===== config.mk =====
export PLATFORM = sky130hd
export DESIGN_NAME = msk_cell
export DESIGN_NICKNAME = d
export VERILOG_FILES = /design/src/msk_pkg.sv /design/src/msk_cell.sv
export SDC_FILE = /design/constraint.sdc
export NUM_CORES = 1
export LEC_CHECK = 0
export BUFFER_PORTS_ARGS = -buffer_cell sky130_fd_sc_hd__buf_2
export CAP_MARGIN = 10
export CORE_MARGIN = 2
export CORE_UTILIZATION = 39
export CTS_BUF_LIST = sky130_fd_sc_hd__clkbuf_8
export DETAILED_ROUTE_END_ITERATION = 8
export PLACE_DENSITY = 0.79
export SETUP_SLACK_MARGIN = 0.15
export SLEW_MARGIN = 20
export SYNTH_ARGS = -nofsm -noshare
export SYNTH_HDL_FRONTEND = slang
export SYNTH_SLANG_ARGS = --single-unit

===== constraint.sdc =====
create_clock -name clk_i -period 2.5 [get_ports clk_i]
set_input_delay 0.125 -clock clk_i [delete_from_list [all_inputs] [get_ports clk_i]]
set_output_delay 0.125 -clock clk_i [all_outputs]
set_load 0.01 [all_outputs]

===== src/msk_pkg.sv =====
// Shared types, codes and defaults for the min stack engine.
`default_nettype none

package msk_pkg;

  localparam int unsigned DefaultDepth = 1024;

  localparam int unsigned WordW   = 32;
  localparam int unsigned FuncW   = 3;
  localparam int unsigned StatusW = 2;

  localparam logic [FuncW-1:0] FuncPush  = 3'd0;
  localparam logic [FuncW-1:0] FuncPop   = 3'd1;
  localparam logic [FuncW-1:0] FuncBack  = 3'd2;
  localparam logic [FuncW-1:0] FuncClear = 3'd3;
  localparam logic [FuncW-1:0] FuncMin   = 3'd4;
  localparam logic [FuncW-1:0] FuncSize  = 3'd5;

  localparam logic [StatusW-1:0] StatusOk  = 2'd0;
  localparam logic [StatusW-1:0] StatusVal = 2'd1;
  localparam logic [StatusW-1:0] StatusErr = 2'd2;

  // One stack level: the word and the minimum of it and everything below it.
  typedef struct packed {
    logic signed [WordW-1:0] data;
    logic signed [WordW-1:0] min;
  } entry_t;

  // Shift control broadcast to every cell of the chain.
  typedef struct packed {
    logic push;
    logic pop;
  } shift_t;

endpackage

`default_nettype wire


===== src/msk_cell.sv =====
// One stack level cell that shifts down on push and up on pop.
`default_nettype none

module msk_cell
  import msk_pkg::*;
(
  input  wire logic   clk_i,
  input  wire shift_t ctl_i,
  input  wire entry_t above_i,
  input  wire entry_t below_i,
  output entry_t      entry_o
);

  entry_t entry_q, entry_d;

  always_comb begin
    entry_d = entry_q;
    if (ctl_i.push) begin
      entry_d = above_i;
    end else if (ctl_i.pop) begin
      entry_d = below_i;
    end
  end

  always_ff @(posedge clk_i) begin
    entry_q <= entry_d;
  end

  assign entry_o = entry_q;

endmodule

`default_nettype wire


==> run_results.csv, run 1 <==
group,metric,value,unit
synthesis,yosysWarningCount,0,
sta,tightest_slew,0.525,ns
clocking,cts_tree,"yes",
synthesis,synthFlopType,"edfxtp_1",
grt,grt_max_degree,36,
placement,globalplace.congestion,0.777,
pwr,irDropWorstVdd,257,µV
worst_setup_path,path_buf_inv,2,
worst_setup_path,required,2.47,ns
worst_setup_path,critPathKind,"primary input to register",
pwr,leakage,2.00,nW
sta,drv_slew,0,
detailed_routing,drt-wirelength-per-cell,15.3,µm
worst_setup_path,path_cells,"buf_4 > or2_2 > buf_4",
die,chipHeight,90.3,µm
cells_and_area,num-fill-cells,622,
cells_and_area,largest_register_ffs,64,
sta,setup_viol,0,
sta,period_needed,1.22,ns
detailed_routing,finalWirelength,6750,µm
synthesis,synth.largest_area_cell,"edfxtp_1",
clocking,cts.sink_count,64,
clocking,h-tree-depth,3,
grt,gr-total-overflow,0,
outcome,status,"completed",
worst_setup_path,critPathArrivalTime,1.19,ns
synthesis,syn_nets,267,
placement,port_buffers,194,
sta,max_clock_freq,0.821,GHz
clocking,clk_pin_slew,0.07,ns
clocking,cts_setup_buffers,0,
detailed_routing,final_antenna_net_count,0,
synthesis,synth_enable_flop_cells,64,
synthesis,synth_cells,136,
cells_and_area,final_util,0.574,
grt,grt_pass1_vias,2010,
clocking,clock-root-buffer,"clkbuf_8",
sta,whs,0.0938,ns
synthesis,syn_avg_cell_area,21.4,µm²
detailed_routing,drt_first_iter_violations,32,
synthesis,synth_common_cells,"64 x edfxtp_1, 49 x mux2_4, 15 x mux2_2",
clocking,cts_buffers,9,
synthesis,yosys.area.top_type_share,0.661,
sta,min_period_over_period,0.487,
detailed_routing,vias,1930,
synthesis,seq_area_frac_synth,0.661,
detailed_routing,drtPass1Iterations,4,
worst_setup_path,setup.worst_path.end_class,"register",
die,std_cell_rows,31,
placement,preCtsSetupSlack,0.943,ns
grt,track_usage,0.162,
cells_and_area,fin_nets,468,
pwr,power.density,631,nW/µm²
synthesis,synth-seq-cells,64,
sta,rsz0062_at_grt,"no",
worst_setup_path,slowest_delay,0.42,ns
min_path,hold_class,"primary input to register",
worst_setup_path,crit_top_cell,"buf_4",
worst_setup_path,crit_slowest_cell,"buf_4",
synthesis,netlist-cell-type-count,6,
detailed_routing,viasPerCell,4.39,
sta,finalHoldViolations,0,
worst_setup_path,startpoint_type,"primary input",
die,die_area,8160,µm²
clocking,cts_max_path_buffers,2,
synthesis,postSynth.asyncResetShare,0,
sta,timing.final.ws_setup,1.28,ns
synthesis,synth.area.top_cells,"edfxtp_1 66%, mux2_4 25%, mux2_2 5.8%",
detailed_routing,drcViolationCount,0,
cells_and_area,regArea,1920,µm²
grt,grt_pass1_wl,10000,µm
cells_and_area,n_antenna_cell,0,
die,core_area,7210,µm²
grt,antenna_found_initial,0,
worst_setup_path,crit_family,"buffers and inverters",
flow_run,cap_violations,0,
sta,fin_tns_setup,0,ns
cells_and_area,area_delta_synth_final,42.5,%
die,start_util,0.403,
synthesis,yosysMostFrequentCell,"edfxtp_1",
clocking,postCtsHoldBufs,0,
synthesis,synth_area,2910,µm²
worst_setup_path,cp_max_fo,35,
cells_and_area,drive_gt1_frac,0.806,
cells_and_area,multi_input_area,911,µm²
die,die_x,90.3,µm
sta,slew_headroom,0.650,
die,pin_count,195,
clocking,cts_resized,0,
==> final timing paths <==
| path | from | end | cells past startpoint |
|---|---|---|---|
| max | ctl_i[1] | entry_o[21] | 3 |
| min | below_i[16] | entry_o[16] | 2 |
==> cells in the final DEF, fill, tap and decap left out <==
cell | netlist | final
buf_2 | 1 | 193
edfxtp_1 | 64 | 64
mux2_4 | 49 | 49
mux2_2 | 15 | 15
clkbuf_8 | 0 | 9
clkinv_2 | 0 | 3
buf_4 | 0 | 3
or2_2 | 0 | 1
inv_1 | 0 | 1
bufinv_16 | 0 | 1
clkinv_1 | 0 | 1
buf_12 | 0 | 1
==> report_power, final <==
part	leakage [nW]	switching (W)	internal, W
combinational	1.25	0.000204	0.000261
sequential	0.652	0.0000306	0.00132
clock	0.0975	0.000358	0.000442
==> through the flow <==
stage | std cells | area (µm²) | total power (W)
floorplan | 136 | 2910 | 0.00161
global placement | 425 | 3970 | 0.00183
detailed placement | 425 | 3970 | 0.00184
CTS | 440 | 4140 | 0.00265
global route | 440 | 4140 | 0.00273
finish | 440 | 4140 | 0.00261
==> cell type report <==
| class | count | area share |
|---|---|---|
| Tap cell | 99 | 0.0299 |
| Clock inverter | 6 | 0.0127 |
| Multi-Input combinational cell | 65 | 0.220 |
| Timing Repair Buffer | 197 | 0.244 |
| Sequential cell | 64 | 0.464 |
| Clock buffer | 9 | 0.0299 |
==> per-layer routing <==
layer	part of all wire	GRT usage	up-vias
met4	0.018	0.0744	0
met5	0	0	-
met1	0.36	0.177	882
met3	0.063	0.0401	10
li1	-	-	935
met2	0.56	0.296	103
==> kinds of logic (layout without fill, tap and decap cells) <==
| group | Yosys count | after routing | synth area share |
|---|---|---|---|
| buf+inv | 7 | 212 | 0.0250 |
| flops | 64 | 64 | 0.661 |
| mux | 64 | 64 | 0.311 |
| simple gates | 1 | 1 | 0.00215 |
No activity file was read; power rests on OpenSTA's default activity.
==> run 2, diff against run 1 <==
--- a/config.mk
+++ b/config.mk
@@ -5,13 +5,14 @@
 export SDC_FILE = /design/constraint.sdc
 export NUM_CORES = 1
 export LEC_CHECK = 0
+export ABC_AREA = 1
 export BUFFER_PORTS_ARGS = -buffer_cell sky130_fd_sc_hd__buf_2
 export CAP_MARGIN = 10
 export CORE_MARGIN = 2
-export CORE_UTILIZATION = 39
+export CORE_UTILIZATION = 38
 export CTS_BUF_LIST = sky130_fd_sc_hd__clkbuf_8
 export DETAILED_ROUTE_END_ITERATION = 8
-export PLACE_DENSITY = 0.79
+export PLACE_DENSITY = 0.78
 export SETUP_SLACK_MARGIN = 0.15
 export SLEW_MARGIN = 20
 export SYNTH_ARGS = -nofsm -noshare
==> constraint.sdc (replaced) <==
create_clock -name clk_i -period 1 [get_ports clk_i]
set_input_delay 0.05 -clock clk_i [delete_from_list [all_inputs] [get_ports clk_i]]
set_output_delay 0.05 -clock clk_i [all_outputs]
set_load 0.01 [all_outputs]
==> run_results.csv, run 2 <==
group,metric,value,unit
placement,place_hpwl,5130,µm
sta,slew_headroom,0.743,
synthesis,synth_enable_flop_cells,64,
worst_setup_path,startpoint_type,"register",
sta,finalHoldViolations,0,
die,std_cell_rows,31,
sta,period_needed,0.922,ns
grt,track_usage,0.222,
outcome,status,"completed",
worst_setup_path,critPathArrivalTime,0.87,ns
synthesis,netlist-cell-type-count,6,
grt,gr-total-overflow,0,
detailed_routing,drt-wirelength-per-cell,14.1,µm
synthesis,synthFlopType,"edfxtp_1",
worst_setup_path,setup.worst_path.end_class,"output port",
sta,drv_slew,0,
detailed_routing,final_antenna_net_count,0,
synthesis,yosysMostFrequentCell,"nand2_1",
synthesis,yosys.area.top_type_share,0.698,
cells_and_area,drive_gt1_frac,0.376,
die,core_area,7140,µm²
synthesis,syn_avg_cell_area,10.2,µm²
worst_setup_path,path_cells,"buf_2",
detailed_routing,finalWirelength,9550,µm
worst_setup_path,path_buf_inv,1,
worst_setup_path,required,0.95,ns
clocking,cts_setup_buffers,0,
cells_and_area,fin_cells,676,
cells_and_area,fin_nets,703,
pwr,irDropWorstVdd,765,µV
grt,grt_pass1_wl,13300,µm
detailed_routing,drcViolationCount,0,
clocking,clk_pin_slew,0.07,ns
synthesis,synth.area.top_cells,"edfxtp_1 70%, nand2_1 26%, buf_6 2.5%",
cells_and_area,largest_register_ffs,64,
pwr,power.density,1360,nW/µm²
flow_run,cap_violations,0,
die,die_x,89.2,µm
die,pin_count,195,
pwr,leakage,2.58,nW
placement,globalplace.congestion,0.789,
worst_setup_path,cp_max_fo,1,
detailed_routing,drtPass1Iterations,5,
synthesis,syn_nets,402,
sta,min_period_over_period,0.922,
pwr,finalPower,0.00690,W
placement,dp.cells,556,
detailed_routing,vias,3025,
sta,max_clock_freq,1.09,GHz
die,die_area,7950,µm²
synthesis,synth.largest_area_cell,"edfxtp_1",
placement,port_buffers,194,
grt,antenna_found_initial,0,
min_path,hold_class,"primary input to register",
sta,rsz0062_at_grt,"yes",
die,start_util,0.386,
clocking,cts_tree,"yes",
clocking,clock-root-buffer,"clkbuf_8",
grt,grt_pass1_vias,3059,
cells_and_area,n_antenna_cell,0,
synthesis,yosysWarningCount,0,
worst_setup_path,crit_family,"flip-flops",
cells_and_area,final_cell_mix,"192 x nand2_1, 192 x buf_2, 104 x dlygate4sd3_1",
synthesis,synth-seq-cells,64,
clocking,cts_buffers,9,
sta,setup_viol,0,
worst_setup_path,crit_slowest_cell,"edfxtp_1",
synthesis,postSynth.asyncResetShare,0,
detailed_routing,viasPerCell,4.47,
synthesis,seq_area_frac_synth,0.698,
clocking,cts_max_path_buffers,2,
synthesis,synth_area,2760,µm²
detailed_routing,drt_first_iter_violations,161,
clocking,h-tree-depth,3,
sta,tightest_slew,0.386,ns
cells_and_area,area_delta_synth_final,83.8,%
synthesis,synth_common_cells,"192 x nand2_1, 64 x edfxtp_1, 7 x buf_2",
grt,grt_max_degree,65,
worst_setup_path,slowest_delay,0.39,ns
clocking,cts.sink_count,64,
die,chipHeight,89.2,µm
worst_setup_path,critPathKind,"register to output port",
synthesis,synth_cells,271,
==> run 2: cell types whose count changed after synthesis, sizes merged <==
cell | previous run | this run
nand2 | 0 | 192
buf | 7 | 13
inv | 0 | 1
mux2 | 64 | 0
==> run 2: cells by family after synthesis <==
logic type | after synthesis | synth area share
AND/OR/NAND/NOR | 193 | 0.264
flip-flops | 64 | 0.698
buffers and inverters | 14 | 0.0386
==> run 2: power breakdown <==
part | total, W | switching (W) | leakage [nW] | internal [W]
Sequential | 0.00337 | 0.0000721 | 0.659 | 0.00329
Clock | 0.00209 | 0.000960 | 0.0985 | 0.00113
Combinational | 0.00145 | 0.000685 | 1.82 | 0.000761
==> run 2: layer usage <==
| metal | part of all wire | vias up | GRT usage | routed length, µm |
|---|---|---|---|---|
| met5 | 0 | - | 0 | 0 |
| met4 | 0.038 | 0 | 0.159 | 367 |
| met3 | 0.081 | 35 | 0.0619 | 777 |
| met2 | 0.53 | 171 | 0.408 | 5070 |
| met1 | 0.35 | 1348 | 0.209 | 3330 |
| li1 | - | 1471 | - | - |
==> run 2: what timing repair did <==
item,CTS,global route
pin swaps,0,0
hold buffers,104,0
gates cloned,0,0
setup endpoints to repair,64,64
resized for setup,0,3
hold endpoints to repair,59,0
==> run 2: final timing paths <==
| kind | to | from | cells after the start | slack, ns |
|---|---|---|---|---|
| setup / recovery | entry_o[56] | entry_o[56] | 1 | 0.08 |
| hold / removal | entry_o[35] | above_i[35] | 3 | 0.01 |
==> run 2: final cells by class <==
class | count | area [µm²]
Tap cell | 99 | 124
Multi-Input combinational cell | 193 | 729
Sequential cell | 64 | 1920
Clock inverter | 7 | 62.6
Timing Repair Buffer | 303 | 2100
Clock buffer | 9 | 124
Inverter | 1 | 3.75
Fill cell | 506 | 2070
==> run 2: tightest hold or removal path, cell delays in order <==
cell and delay [ns]:
buf_2 0.07, nand2_1 0.05, nand2_1 0.06
==> run 2: through the flow <==
stage | util | worst slack (ns) | TNS (ns) | cell area, µm² | hold slack [ns]
global route | 0.710 | 0.0419 | 0 | 5060 | 0.00435
global placement | 0.536 | 0.104 | 0 | 3820 | 0.317
finish | 0.710 | 0.0783 | 0 | 5060 | 0.0150
CTS | 0.708 | 0.0510 | 0 | 5050 | 0.000171
detailed placement | 0.536 | 0.0812 | 0 | 3820 | 0.319
floorplan | - | -0.0698 | -4.47 | 2770 | 0.229
